### config.mk
export PLATFORM = sky130hd
export DESIGN_NAME = bmls_cmp
export DESIGN_NICKNAME = d
export VERILOG_FILES = /design/src/rtl/core/bmls_pkg.sv /design/src/rtl/core/bmls_cmp.sv
export SDC_FILE = /design/constraint.sdc
export NUM_CORES = 1
export LEC_CHECK = 0
export ABC_AREA = 1
export BUFFER_PORTS_ARGS = -buffer_cell sky130_fd_sc_hd__buf_4
export CAP_MARGIN = 20
export CORE_MARGIN = 4
export CORE_UTILIZATION = 39
export DETAILED_ROUTE_END_ITERATION = 12
export PLACE_DENSITY = 0.84
export RECOVER_POWER = 25
export SLEW_MARGIN = 20
export SYNTH_ARGS = -nofsm -noshare
export SYNTH_HDL_FRONTEND = slang
export SYNTH_SLANG_ARGS = --single-unit
export TNS_END_PERCENT = 100
### constraint.sdc
create_clock -name vclk -period 0.9
set_input_delay 0 -clock vclk [all_inputs]
set_output_delay 0 -clock vclk [all_outputs]
set_load 0.005 [all_outputs]
### src/rtl/core/bmls_pkg.sv
// Shared codes, types and key layout for the bounded multi-list store.
`timescale 1ns / 1ps
package bmls_pkg;

	typedef enum logic [3:0] {
		ACT_CREATE          = 4'd0,
		ACT_APPEND          = 4'd1,
		ACT_POP             = 4'd2,
		ACT_REMOVE          = 4'd3,
		ACT_RESIZE          = 4'd4,
		ACT_COUNT           = 4'd5,
		ACT_READ            = 4'd6,
		ACT_READ_SORTED     = 4'd7,
		ACT_READ_ALL        = 4'd8,
		ACT_READ_ALL_SORTED = 4'd9
	} act_t;

	typedef enum logic [3:0] {
		ST_OK           = 4'd0,
		ST_BAD_POS      = 4'd1,
		ST_NO_LIST      = 4'd2,
		ST_EXISTS       = 4'd3,
		ST_BAD_SIZE     = 4'd4,
		ST_NO_MEMORY    = 4'd5,
		ST_FULL         = 4'd6,
		ST_EMPTY        = 4'd7,
		ST_MISSING      = 4'd8,
		ST_BAD_NEW_SIZE = 4'd9,
		ST_ALL_EMPTY    = 4'd10
	} status_t;

	typedef logic [4:0] cnt_t;
	typedef logic [3:0] num_t;

	typedef struct packed {
		logic    posok;
		logic    exists;
		cnt_t    cap;
		cnt_t    fill;
		cnt_t    new_fill;
		status_t status;
	} tbl_view_t;

	typedef struct packed {
		logic [31:0] v;
		logic [7:0]  idx;
	} key_t;

endpackage

### src/rtl/core/bmls_cmp.sv
// Shared key compare: signed value first, buffer position second.
`timescale 1ns / 1ps
module bmls_cmp (
	input  bmls_pkg::key_t a,
	input  bmls_pkg::key_t b,
	output logic           lt
);
	import bmls_pkg::*;

	logic [39:0] ka;
	logic [39:0] kb;

	assign ka = {~a.v[31], a.v[30:0], a.idx};
	assign kb = {~b.v[31], b.v[30:0], b.idx};
	assign lt = (ka < kb);

endmodule

### After elaboration in Yosys (flattened, before gate mapping)

Cells that the tools add are included.

* order comparisons: 1
* bitwise gates (word level): 2

Operator list (count)
* $lt 40x40->1: 1
* $not 1->1: 2

* register bits: 0

### Longest topological paths before layout

* word-level depth: 2
* depth in mapped cells: 13
* mapped depth without buffers: 13

### Worst setup path after synthesis

OpenSTA, ideal clock, no wires.

* kind: input-to-output
* start point: in b[31] (netlist name)
* end point: out lt
* arrival time: 0.930 ns
* required time: 0.900 ns
* path slack: -0.030 ns
* stages on the path: 9
* path through: inv_1 > ha_1 > nand2_2 > nor2_4 > inv_2 > nor3_4 > nand3_2 > nor2_1 > nor2_1

* word-level cells in the longest chain between the ends: 1

Ends and longest elaborated chain
* from (decl): RTL line bmls_cmp.sv:5 `input bmls_pkg::key_t b,`
* $lt 40x40->1: RTL line bmls_cmp.sv:15 `assign lt = (ka < kb);`
* to (decl): RTL line bmls_cmp.sv:6 `output logic lt`

Every way passes these cells.

### Worst setup path after layout

* start point: in b[23] (netlist name)
* end point: out lt

The elaborated chain is that of the path after synthesis.

==> metrics.cfg <==
[drt]
drt_wl_total_um = 3421
viasPerCell = 4.661
drc = 0
drtIter0Drc = 13
post_drt_wl_per_cell_um = 11.60
vias = 1375
firstDrtPassIters = 4
antenna_left = 0

[min_path]
hp-start = a[0]
hold_path.class = input pin to primary output
holdPathStages = 9
whs_endpoint = lt

[setup_path]
start_kind = input pin
cp.required_ns = 0.90
crit_chain = buf_4 > inv_1 > ha_4 > nand2_2 > inv_1 > nand4_1 > nor2_2 > nand3_2 > nor2_1 > nor2_1 > buf_4
path_max_fanout = 2
cp_top_family = simple AND/OR/NAND/NOR gates
crit_arrival_ns = 1.16
worstSetupPathType = input pin to primary output
crit_path_end_kind = primary output
worst_path_max_delay_cell = ha_4
cpPeakStageDelay_ns = 0.28
crit_buf_inv = 4

[final_layout]
n_clock_buffer = 0
nNetsFinal = 385
syn_to_final_growth_pct = 102.1
ff_latch_area_um2 = 0
finish.utilization = 0.8178
drive_gt1_frac = 0.6061
seq_cells = 0
antenna_cells = 0

[power_and_ir_drop]
p_sw_w = 0.0004332
p_comb_frac = 1.000
seq_power_share = 0
total_power_w = 0.001024
irDropWorstVdd_uv = 336.6
power.density_nw_per_um2 = 457.9
cellLeakagePower_nw = 1.218
intPower_w = 0.0005905
swShare = 0.4232
p_clk_frac = 0

[synth]
avgSynthCellArea_um2 = 6.145
yosysSeqAreaShare = 0
yosys.area.top_type = ha_1
synth_cell_types = 18
synth_commonest_cells = inv_1 (53), nand2_1 (43), ha_1 (39)
synth_area_leaders = ha_1 (44%), inv_1 (18%), nand2_1 (15%)
synth_cells = 180
synth_area_um2 = 1106
synth_warnings = 0
synth_top_area_share = 0.4412
synth_nets = 299
yosysMostFrequentCell = inv_1

[timing]
timing.final.crit_share = 1.284
rsz0062_at_grt = yes
max_freq_ghz = 0.8656
report.final.slew_viol_count = 0
finalWorstSetupSlack_ns = -0.2553
final-setup-viol-count = 1
final_hold_viol_count = 0
tightest_slew_ns = 0.1621
timing.slew.headroom = 0.8908
period_needed_ns = 1.155

[floorplan]
die_y_um = 61.26
design.die.area_um2 = 3752
ios = 81
core_um2 = 2734
initial_core_util = 0.4046
rows = 19
chipWidth_um = 61.26

[grt]
grt_pass1_vias = 1342
grt_max_degree = 4
grt_overflow = 0
grt_util_all_layers = 0.1708
grt_pass1_wl_um = 5037
antenna_found_initial = 0

[place]
gp_congestion = 0.6850
port_buffers = 81
dp_hpwl_um = 2604
place_ws_ns = -0.3406

[cts]
post_cts_buffers = 0
cts-hold-fix-buffers = 0

[job]
maxCapViolCount = 0

[run_status]
run_status = finished with violations
violations = setup timing

-- power groups by stage --
stage	Sequential, W	Clock [W]	Combinational (W)
6_report	0	0	0.00102
4_1_cts	0	0	0.000935
3_3_place_gp	0	0	0.000757
2_1_floorplan	0	0	0.000399
5_1_grt	0	0	0.00114
3_5_place_dp	0	0	0.000782
-- cell type report --
class                      instances  area [um^2]
fill                             194        498.0
inverter                          54        227.7
multi-input combinational        126         1275
tap                               31        38.79
timing repair buffer              84        694.4
-- cells by family after synthesis --
kind of cell    after synthesis  synth area share
compound gates               22            0.1063
simple gates                 65            0.2692
buf+inv                      54            0.1833
fa+ha+maj                    39            0.4412
-- per-layer routing --
| metal | vias up | GRT usage | share of wire |
|---|---|---|---|
| met5 | - | 0 | 0 |
| met4 | 0 | 0.03096 | 0.027 |
| met3 | 8 | 0.01887 | 0.084 |
| met2 | 50 | 0.3686 | 0.57 |
| met1 | 592 | 0.1692 | 0.32 |
| li1 | 725 | - | - |
-- stage by stage --
step                      instance area (um^2)  setup TNS, ns  std cells  hold WS (ns)
after floorplan                           1209              0        180        0.3547
after global placement                    1878        -0.3196        295        0.6226
after detailed placement                  1878        -0.3406        295        0.6225
after CTS                                 2132        -0.2373        295        0.6143
after global routing                      2236        -0.3556        295        0.6569
final                                     2236        -0.2553        295        0.6046
-- worst max path at each step --
stage                from  endpoint  slack, ns  depth (start not counted)
CTS                 b[29]        lt      -0.24                         11
detailed placement  a[27]        lt      -0.34                         12
floorplan           b[34]        lt      0.002                          9
finish              b[23]        lt      -0.26                         11
global placement    a[27]        lt      -0.32                         12
global route        b[23]        lt      -0.36                         13
-- cells in the final DEF, fill, tap and decap left out --
| cell type | netlist | routed |
|---|---|---|
| a21o_1 | 2 | 2 |
| a21oi_1 | 16 | 9 |
| a21oi_2 | 0 | 7 |
| buf_4 | 0 | 67 |
| buf_6 | 0 | 17 |
| ha_1 | 39 | 17 |
| ha_4 | 0 | 22 |
| inv_1 | 53 | 34 |
| inv_2 | 1 | 10 |
| inv_4 | 0 | 10 |
| nand2_1 | 43 | 27 |
| nand2_2 | 2 | 15 |
| nand2_4 | 0 | 3 |
| nand3_1 | 3 | 3 |
| nand3_2 | 1 | 1 |
| nand3_4 | 1 | 1 |
| nand4_1 | 1 | 1 |
| nor2_1 | 11 | 7 |
| nor2_2 | 1 | 4 |
| nor2_4 | 1 | 2 |
| nor3_4 | 1 | 1 |
| o21a_1 | 1 | 1 |
| o21ai_0 | 2 | 2 |
| o21ai_1 | 1 | 1 |
-- what timing repair did --
item / in CTS / in global routing
endpoints found under the hold margin: 0 / 0
endpoints found under the setup margin: 1 / 1
cloned: 0 / 0
pin swaps: 31 / 21
gates resized for setup: 49 / 30
Note: power is estimated with default switching activity, not from simulation.
