File: src/rtl/core/bmls_pkg.sv
// Shared codes, types and key layout for the bounded multi-list store.
`timescale 1ns / 1ps
package bmls_pkg;

	typedef enum logic [3:0] {
		ACT_CREATE          = 4'd0,
		ACT_APPEND          = 4'd1,
		ACT_POP             = 4'd2,
		ACT_REMOVE          = 4'd3,
		ACT_RESIZE          = 4'd4,
		ACT_COUNT           = 4'd5,
		ACT_READ            = 4'd6,
		ACT_READ_SORTED     = 4'd7,
		ACT_READ_ALL        = 4'd8,
		ACT_READ_ALL_SORTED = 4'd9
	} act_t;

	typedef enum logic [3:0] {
		ST_OK           = 4'd0,
		ST_BAD_POS      = 4'd1,
		ST_NO_LIST      = 4'd2,
		ST_EXISTS       = 4'd3,
		ST_BAD_SIZE     = 4'd4,
		ST_NO_MEMORY    = 4'd5,
		ST_FULL         = 4'd6,
		ST_EMPTY        = 4'd7,
		ST_MISSING      = 4'd8,
		ST_BAD_NEW_SIZE = 4'd9,
		ST_ALL_EMPTY    = 4'd10
	} status_t;

	typedef logic [4:0] cnt_t;
	typedef logic [3:0] num_t;

	typedef struct packed {
		logic    posok;
		logic    exists;
		cnt_t    cap;
		cnt_t    fill;
		cnt_t    new_fill;
		status_t status;
	} tbl_view_t;

	typedef struct packed {
		logic [31:0] v;
		logic [7:0]  idx;
	} key_t;

endpackage

File: src/rtl/core/bmls_table.sv
// List table: existence, capacity and fill per list, with action checks.
`timescale 1ns / 1ps
module bmls_table #(
	parameter int NUM_LISTS    = 8,
	parameter int MAX_CAPACITY = 8
) (
	input  logic                clk,
	input  logic                arst_n,
	input  bmls_pkg::num_t      num,
	input  logic [3:0]          act,
	input  logic signed [7:0]   amount,
	input  logic                commit,
	input  logic                dec,
	output bmls_pkg::tbl_view_t view
);
	import bmls_pkg::*;

	localparam int LW = (NUM_LISTS > 1) ? $clog2(NUM_LISTS) : 1;
	localparam int CW = $clog2(MAX_CAPACITY + 1);

	logic          exists_q [NUM_LISTS];
	logic [CW-1:0] cap_q    [NUM_LISTS];
	logic [CW-1:0] fill_q   [NUM_LISTS];

	logic               posok;
	logic [LW-1:0]      li;
	logic               ex;
	logic [CW-1:0]      cap;
	logic [CW-1:0]      fill;
	logic signed [9:0]  nc;
	status_t            st;
	logic [CW-1:0]      nfill;

	assign posok = (num != '0) && (32'(num) <= NUM_LISTS);
	assign li    = posok ? LW'(num - 4'd1) : '0;
	assign ex    = exists_q[li];
	assign cap   = cap_q[li];
	assign fill  = fill_q[li];
	assign nc    = $signed({{(10-CW){1'b0}}, cap}) + $signed({{2{amount[7]}}, amount});

	always_comb begin
		st    = ST_OK;
		nfill = fill;
		if (act == ACT_CREATE) begin
			if (amount < 8'sd1) st = ST_BAD_SIZE;
			else if (!posok) st = ST_BAD_POS;
			else if (ex) st = ST_EXISTS;
			else if (amount > $signed(8'(MAX_CAPACITY))) st = ST_NO_MEMORY;
			else nfill = '0;
		end else if (act == ACT_READ_ALL || act == ACT_READ_ALL_SORTED
				|| act > ACT_READ_ALL_SORTED) begin
			st = ST_OK;
		end else if (!posok) begin
			st = ST_BAD_POS;
		end else if (!ex) begin
			st = ST_NO_LIST;
		end else begin
			unique case (act)
				ACT_APPEND: begin
					if (fill >= cap) st = ST_FULL;
					else nfill = fill + 1'b1;
				end
				ACT_POP: begin
					if (fill == '0) st = ST_EMPTY;
					else nfill = fill - 1'b1;
				end
				ACT_REMOVE, ACT_COUNT: begin
					if (fill == '0) st = ST_EMPTY;
				end
				ACT_RESIZE: begin
					if (nc < 10'sd1) st = ST_BAD_NEW_SIZE;
					else if (nc > $signed(10'(MAX_CAPACITY))) st = ST_NO_MEMORY;
					else if ($signed({{(10-CW){1'b0}}, fill}) > nc) nfill = nc[CW-1:0];
				end
				default: st = ST_OK;
			endcase
		end
	end

	always_ff @(posedge clk or negedge arst_n) begin
		if (!arst_n) begin
			for (int i = 0; i < NUM_LISTS; i++) begin
				exists_q[i] <= 1'b0;
				cap_q[i]    <= '0;
				fill_q[i]   <= '0;
			end
		end else if (dec) begin
			fill_q[li] <= fill - 1'b1;
		end else if (commit && st == ST_OK) begin
			unique case (act)
				ACT_CREATE: begin
					exists_q[li] <= 1'b1;
					cap_q[li]    <= amount[CW-1:0];
					fill_q[li]   <= '0;
				end
				ACT_APPEND, ACT_POP: fill_q[li] <= nfill;
				ACT_RESIZE: begin
					cap_q[li]  <= nc[CW-1:0];
					fill_q[li] <= nfill;
				end
				default: ;
			endcase
		end
	end

	assign view.posok    = posok;
	assign view.exists   = ex;
	assign view.cap      = 5'(cap);
	assign view.fill     = 5'(fill);
	assign view.new_fill = 5'(nfill);
	assign view.status   = st;

endmodule

File: config.mk
export PLATFORM = sky130hd
export DESIGN_NAME = bmls_table
export DESIGN_NICKNAME = d
export VERILOG_FILES = /design/src/rtl/core/bmls_pkg.sv /design/src/rtl/core/bmls_table.sv
export SDC_FILE = /design/constraint.sdc
export NUM_CORES = 1
export LEC_CHECK = 0
export BUFFER_PORTS_ARGS = -buffer_cell sky130_fd_sc_hd__buf_2
export CAP_MARGIN = 0
export CORE_AREA = 3 3 111 113
export CTS_BUF_LIST = sky130_fd_sc_hd__clkbuf_4 sky130_fd_sc_hd__clkbuf_8
export CTS_CLUSTER_DIAMETER = 120
export CTS_CLUSTER_SIZE = 14
export DETAILED_ROUTE_END_ITERATION = 16
export DIE_AREA = 0 0 114 116
export GPL_TIMING_DRIVEN = 0
export PLACE_DENSITY_LB_ADDON = 0.25
export SYNTH_ARGS = -nofsm -noshare
export SYNTH_HDL_FRONTEND = slang
export SYNTH_SLANG_ARGS = --single-unit
export TNS_END_PERCENT = 1
File: constraint.sdc
create_clock -name clk -period 7.9 [get_ports clk]
set_input_delay 0.79 -clock clk [delete_from_list [all_inputs] [get_ports clk]]
set_output_delay 0.79 -clock clk [all_outputs]
set_load 0.05 [all_outputs]
# --- Yosys cells after proc, flatten, opt, wreduce, memory -nomap -nowiden ---
# Index checks and enable logic that the tools add are counted.
word_totals:
  latchBits: 0
  memories: 0
  out_inout_bits: 21
  ff_bits: 72
  mem_bits_rw: 0
  mem_bits_ro: 0
op_classes:
  bitwise: 5
  reduce_logical: 17
  n_shift: 0
  div_mod_pow: 0
  n_lt_le_gt_ge: 10
  mul: 0
  n_addsub: 4
  muxes: 49
  eq_ne: 7
op_table:
  columns: ["cell", "count"]
  rows:
  - ["32-bit bitwise mux", 4]
  - ["32-bit case mux with 2 select lines", 2]
  - ["4-bit 2-to-1 mux", 23]
  - ["32-bit 2-to-1 mux", 2]
  - ["32-bit AND", 1]
  - ["32-bit inverter", 1]
  - ["4-bit binary-select mux with 3-bit select", 2]
  - ["3-bit 2-to-1 mux", 8]
  - ["4-bit case mux with 3 select lines", 2]
  - ["4-bit demux with 3-bit select", 1]
  - ["4-bit zero test", 3]
  - ["5-bit by 8-bit adder with 9-bit output", 1]
  - ["5-bit by 9-bit greater-than comparator with 1-bit output", 1]
  - ["9-bit by 5-bit greater-than comparator with 1-bit output, second input constant", 1]
  - ["9-bit by 2-bit < comparator with 1-bit output, second input constant", 1]
  - ["4-bit by 2-bit equality test with 1-bit output, second input constant", 2]
  - ["4-bit by 3-bit equality test with 1-bit output, second input constant", 2]
  - ["4-bit equality test, second input constant", 2]
  - ["8-bit by 5-bit greater-than comparator with 1-bit output, second input constant", 1]
  - ["8-bit by 2-bit < comparator with 1-bit output, second input constant", 1]
  - ["8-bit OR", 1]
  - ["3-bit AND reduction", 2]
  - ["3-bit OR reduction", 2]
  - ["4-bit by 1-bit adder with 4-bit output, second input constant", 1]
  - ["other kinds (19)", 25]

# --- Longest topological paths before layout ---
# Gate-level depths: netlist of the first run.
depth:
  word_depth: 21
  mapped_depth: 28
  mapped_depth_nobuf: 22

# --- Worst setup path after synthesis of the first run ---
# OpenSTA, ideal clock, no wires.
synth_path:
  path_kind: "input to output"
  start: "input num[0]"
  end: "output view[3] (netlist name)"
  arrival_ns: 7.115
  path_buffers: 5
  path_stages: 22
  required_ns: 7.110
  setup_slack_ns: -0.005
  path_cell_list: "buf_2 buf_2 inv_1 ha_1 buf_4 and2b_1 xor2_2 inv_1 buf_2 and2_1 clkbuf_1 o22ai_1 nor3_1 ha_1 inv_1 fa_1 nand3b_1 a21oi_1 nand2b_1 a311oi_1 a31oi_1 nor4_1"
synth_rtl:
  columns: ["item", "line", "source"]
  rows:
  - ["start: declaration", "bmls_table.sv:9", "input bmls_pkg::num_t num,"]
  - ["end: declaration", "bmls_table.sv:14", "output bmls_pkg::tbl_view_t view"]

==> results of run 1 <==
## routing by layer
| metal | wire, um | GRT usage |
|---|---|---|
| met3 | 755 | 0.0366 |
| met4 | 187 | 0.0586 |
| met5 | 0 | 0 |
| met1 | 6670 | 0.307 |
| met2 | 6600 | 0.348 |
## cell usage in the layout, fill, tap and decap left out, types with 14 or more instances in the layout
cell,synthesis,routed
a21oi_1,14,14
buf_2,10,42
dfrtp_1,72,72
ha_1,16,16
inv_1,23,23
mux2_1,48,48
nand2_1,44,44
nor2_1,40,40
o21ai_0,20,20
o22ai_1,20,20
## final timing paths
check / cells after the start / end / slack, ns
worst max-delay path: 24 / view[5] / 0.33
worst max register to register: 16 / fill_q[5]$_DFFE_PN0P_ / 3.20
worst min-delay path: 1 / exists_q[3]$_DFFE_PN0P_ / 0.46
worst min register to register: 1 / exists_q[3]$_DFFE_PN0P_ / 0.46
min in group asynchronous: 1 / fill_q[15]$_DFFE_PN0P_ / 0.55
max in group asynchronous: 1 / cap_q[4]$_DFFE_PN0P_ / 6.73
## area by class of cell
type / count / area (um^2) / area share
Inverter: 25 / 93.8 / 0.0163
Tap cell: 143 / 179 / 0.0310
Clock inverter: 3 / 23.8 / 0.00412
Buffer: 27 / 148 / 0.0256
Clock buffer: 13 / 179 / 0.0310
Timing Repair Buffer: 33 / 168 / 0.0290
Sequential cell: 72 / 1800 / 0.312
Multi-Input combinational cell: 426 / 3180 / 0.551
## through the flow
stage | TNS (ns) | area (um^2) | cells
2_1_floorplan | 0 | 5210 | 551
3_3_place_gp | 0 | 5550 | 727
3_5_place_dp | -0.0770 | 5560 | 727
4_1_cts | 0 | 5760 | 743
5_1_grt | 0 | 5770 | 742
6_report | 0 | 5770 | 742
## flip-flops by register name (all words and copies together) (netlist names)
signal,count
cap_q,32
exists_q,8
fill_q,32
## power by group through the flow
stage | combinational [W] | sequential (W) | clock (W)
floorplan | 0.000478 | 0.000493 | 0
global placement | 0.000611 | 0.000504 | 0
detailed placement | 0.000627 | 0.000509 | 0
CTS | 0.000630 | 0.000502 | 0.000297
global route | 0.000688 | 0.000513 | 0.000312
finish | 0.000635 | 0.000502 | 0.000292
## timing repair
item	in CTS	in global routing
cloned	0	0
buffers inserted	0	0
gates resized for setup	1	4
endpoints found under the setup margin	1	5
hold buffers	0	0
## cell families after synthesis
| family | Yosys count | synth area share |
|---|---|---|
| flops | 72 | 0.347 |
| buf+inv | 53 | 0.0472 |
| compound gates | 146 | 0.202 |
| xor+xnor | 11 | 0.0236 |
| fa+ha+maj | 17 | 0.0424 |
| mux | 70 | 0.150 |
| simple gates | 179 | 0.188 |
| other cells | 1 | 0.000722 |
==> impl_metrics.py, run 1 <==
metrics = {
    "drt": {
        "vias": 4515,
        "firstDrtPassIters": 5,
        "avgRoutedWirePerCell_um": 19.2,
        "drt_iter0_drc": 342,
        "wl_mm": 14.2,
        "drc": 0,
        "ant_nets": 0,
        "viasPerCell": 6.08,
    },
    "yosys": {
        "synthTopCellsByCount": "dfrtp_1 (72), mux2_1 (48), nand2_1 (44)",
        "synth_top_area_frac": 0.347,
        "async_flop_share": 1.00,
        "yosys_warnings": 0,
        "synth.distinct_cells": 83,
        "yosys_register_bits": 72,
        "syn_area_um2": 5190,
        "ys.flop_type": "dfrtp_1",
        "seq_area_frac_synth": 0.347,
        "avgSynthCellArea_um2": 9.46,
        "synthTopCellsByArea": "dfrtp_1 (35%), mux2_1 (10%), ha_1 (3.9%)",
        "yosysMostFrequentCell": "dfrtp_1",
        "synth_edf_count": 0,
        "syn-instance-count": 549,
        "yosysTopAreaCell": "dfrtp_1",
    },
    "power_and_ir_drop": {
        "power.density_nw_per_um2": 248,
        "ir_worst_vdd_mv": 0.163,
        "finalPower_w": 0.00143,
        "p_sw_w": 0.000598,
        "power_frac_comb": 0.444,
        "p_leak_nw": 2.69,
        "p_seq_frac": 0.351,
        "swShare": 0.418,
        "intPower_w": 0.000832,
        "clkPwrFrac": 0.204,
    },
    "setup_path": {
        "setup.worst_path.start": "num[0]",
        "critPathSlowestCell": "xnor2_1",
        "worst-path-buf-inv": 8,
        "cp_max_fo": 10,
        "reg2reg_from": "fill_q[31]$_DFFE_PN0P_",
        "start_kind": "primary input",
        "slowest_delay_ns": 0.53,
        "endpoint_kind": "output port",
        "worstPathRequired_ns": 7.11,
        "critPathKind": "primary input to output port",
        "worstPathCellList": "buf_2 -> buf_2 -> buf_2 -> inv_1 -> ha_1 -> buf_4 -> and2b_1 -> xor2_2 -> inv_1 -> buf_2 -> and2_2 -> o22ai_1 -> nor2_1 -> and2_1 -> ha_1 -> a211oi_1 -> nor2_1 -> xnor2_1 -> and4b_1 -> o21a_1 -> o21ai_1 -> mux2i_1 -> o211ai_1 -> buf_2",
        "cpLargestDelayFamily": "buffers and inverters",
        "worstPathArrival_ns": 6.78,
        "cpMostUsedCell": "buf_2",
    },
    "placement": {
        "hpwl_mm": 11.0,
        "io_buffers": 33,
        "preCtsSetupSlack_ns": -0.0770,
        "place_congestion": 0.909,
    },
    "clocking": {
        "clockBufferDepth": 2,
        "cts_sinks": 72,
        "cts_buffers": 9,
        "cts-root-buf": "clkbuf_8",
        "h-tree-depth": 3,
        "cts_tree": "yes",
        "clk_pin_slew_worst_paths_ns": 0.08,
        "insertion_delay_ns": 0.35,
    },
    "global_route": {
        "grt_max_degree": 73,
        "grtUsageTotal": 0.218,
        "overflow": 0,
        "antenna_found_initial": 0,
        "grt_pass1_wl_mm": 22.7,
        "grt_pass1_vias": 4365,
    },
    "finish": {
        "drive_gt1_frac": 0.189,
        "antennaDiodeCount": 0,
        "utilization": 0.505,
        "nFillCells": 1071,
        "fin_nets": 631,
        "syn_to_final_growth_pct": 11.1,
    },
    "sta": {
        "hold_violations": 0,
        "setup_viol": 0,
        "fmax_mhz": 132,
        "rsz0062_at_grt": "no",
        "worst_slack_ns": 0.328,
        "slew_headroom": 0.309,
        "whs_ns": 0.460,
        "slew_viol_final": 0,
        "post-route-min-period_ns": 7.57,
        "fin_skew_ns": 0.00834,
        "fin_crit_sh": 0.959,
        "tightest_slew_ns": 1.03,
    },
    "die": {
        "die_h_um": 116,
        "fp-row-count": 39,
        "ios": 41,
        "die_area_um2": 13200,
        "die_w_um": 114,
        "start_util": 0.455,
        "fp.coreArea_um2": 11400,
    },
    "outcome": {
        "status": "completed",
    },
    "min_path": {
        "hp-class": "flop to flop",
        "min-delay-start": "exists_q[3]$_DFFE_PN0P_",
    },
    "job": {
        "max_cap_violations": 0,
    },
}
Note: power is estimated with default switching activity, not from simulation.
==> run 2, diff against run 1 <==
Settings changed: GPL_TIMING_DRIVEN 0 to 1.
==> run 2 against run 1 <==
Flip-flop and latch count is the same. Final area is 1.6% lower. Combinational power about the same. Sequential power is 1% higher. Non-clock buffer count fell by 16. Critical path depth fell by 3.
==> impl_metrics.py, run 2 (synthesized netlist as in run 1, its figures left out) <==
metrics = {
    "setup_path": {
        "cp_max_fo": 21,
        "worstPathRequired_ns": 7.11,
        "critPathKind": "primary input to output port",
        "endpoint_kind": "output port",
        "worstPathArrival_ns": 6.58,
        "start_kind": "primary input",
    },
    "clocking": {
        "h-tree-depth": 3,
        "clk_pin_slew_worst_paths_ns": 0.07,
        "cts_resized": 0,
        "clockBufferDepth": 2,
        "post_cts_buffers": 0,
        "cts_hold_buf": 0,
        "cts_tree": "yes",
        "insertion_delay_ns": 0.34,
        "cts_sinks": 72,
        "cts-root-buf": "clkbuf_8",
        "cts_buffers": 9,
    },
    "finish": {
        "utilization": 0.498,
        "final_cell_mix": "dfrtp_1 (72), mux2_1 (48), nand2_1 (44), nor2_1 (40), buf_2 (37)",
        "top_regs": "cap_q x32, fill_q x32, exists_q x8",
        "final_common_cell": "dfrtp_1",
        "antennaDiodeCount": 0,
        "drive_gt1_frac": 0.170,
        "fin_area_um2": 5680,
        "syn_to_final_growth_pct": 9.37,
        "fin_nets": 615,
    },
    "sta": {
        "slew_viol_final": 0,
        "fin_crit_sh": 0.933,
        "tightest_slew_ns": 0.948,
        "post-route-min-period_ns": 7.37,
        "tns_ns": 0,
        "setup_viol": 0,
        "hold_violations": 0,
        "fin_skew_ns": 0.00738,
        "worst_slack_ns": 0.526,
        "rsz0062_at_grt": "no",
        "slew_headroom": 0.359,
        "fmax_mhz": 136,
    },
    "die": {
        "die_area_um2": 13200,
        "fp-row-count": 39,
        "ios": 41,
        "start_util": 0.455,
        "die_w_um": 114,
        "fp.coreArea_um2": 11400,
        "die_h_um": 116,
    },
    "outcome": {
        "status": "completed",
    },
    "drt": {
        "drt_iter0_drc": 342,
        "viasPerCell": 6.25,
        "firstDrtPassIters": 5,
        "drc": 0,
        "wl_mm": 14.8,
        "avgRoutedWirePerCell_um": 20.5,
        "ant_nets": 0,
        "vias": 4528,
    },
    "power_and_ir_drop": {
        "ir_worst_vdd_mv": 0.135,
        "p_leak_nw": 2.64,
        "power.density_nw_per_um2": 256,
    },
    "global_route": {
        "grt_pass1_wl_mm": 24.1,
        "overflow": 0,
        "grt_pass1_vias": 4434,
        "grt_max_degree": 73,
        "grtUsageTotal": 0.232,
        "antenna_found_initial": 0,
    },
    "placement": {
        "hpwl_mm": 11.4,
        "io_buffers": 37,
        "preCtsSetupSlack_ns": 0.623,
        "place_congestion": 0.920,
        "dpl-instance-area_um2": 5470,
    },
    "min_path": {
        "hp-class": "flop to flop",
    },
    "job": {
        "max_cap_violations": 0,
    },
}
-- run 2: cell count changes in the layout (fill, tap and decap cells not counted), moves of 2 or more --
cell and change:
buf_2 -5, buf_4 -3, bufinv_16 +2, clkbuf_1 -8, clkbuf_8 -3, clkinv_2 +2, clkinvlp_4 -2
-- run 2: path summary, 6_finish.rpt --
kind / to / start / cells after the start / slack, ns
max: view[5] / num[0] / 21 / 0.53
min reg2reg: exists_q[1]$_DFFE_PN0P_ / exists_q[1]$_DFFE_PN0P_ / 1 / 0.46
max reg2reg: exists_q[0]$_DFFE_PN0P_ / cap_q[8]$_DFFE_PN0P_ / 16 / 3.17
max in group asynchronous: cap_q[28]$_DFFE_PN0P_ / arst_n / 2 / 6.65
min in group asynchronous: fill_q[2]$_DFFE_PN0P_ / arst_n / 2 / 0.65
min: exists_q[1]$_DFFE_PN0P_ / exists_q[1]$_DFFE_PN0P_ / 1 / 0.46
-- run 2: stage by stage --
stage / power [W] / instances / hold slack (ns)
after floorplan: 0.000971 / 551 / 0.428
after global placement: 0.00113 / 710 / 0.439
after detailed placement: 0.00115 / 710 / 0.445
after CTS: 0.00146 / 724 / 0.460
after global routing: 0.00155 / 724 / 0.474
final: 0.00146 / 724 / 0.460
-- run 2: area by class of cell --
cell class | count | area (um^2)
repair buffers | 44 | 238
inverters | 25 | 93.8
flip-flops and latches | 72 | 1800
clock inverters | 4 | 70.1
fillers | 1090 | 5740
multi-input cells | 426 | 3160
clock buffers | 10 | 138
well taps | 143 | 179
-- run 2: where the power goes --
part           internal (W)  leakage, nW  switching (W)
Sequential         0.000454        0.953      0.0000550
Clock              0.000182        0.108       0.000128
Combinational      0.000229         1.58       0.000408
-- run 2: per-layer routing --
| metal | track usage | wire length [um] | vias up |
|---|---|---|---|
| met3 | 0.0475 | 850 | 16 |
| met5 | 0 | 0 | - |
| met4 | 0.0499 | 144 | 0 |
| met1 | 0.333 | 6950 | 2270 |
| met2 | 0.363 | 6880 | 140 |
| li1 | - | - | 2102 |
-- run 2: worst max-delay path, stage by stage --
cell,delay (ns)
buf_2,0.32
inv_1,0.22
ha_1,0.39
and2b_1,0.26
xor2_2,0.23
inv_1,0.37
and2_1,0.38
o22ai_1,0.14
nor3_1,0.43
ha_1,0.27
inv_1,0.06
fa_1,0.40
nand3b_1,0.22
a21oi_1,0.24
nand2b_1,0.08
a311oi_1,0.40
o21a_1,0.28
o21ai_1,0.18
mux2i_1,0.16
o211ai_1,0.41
buf_2,0.35
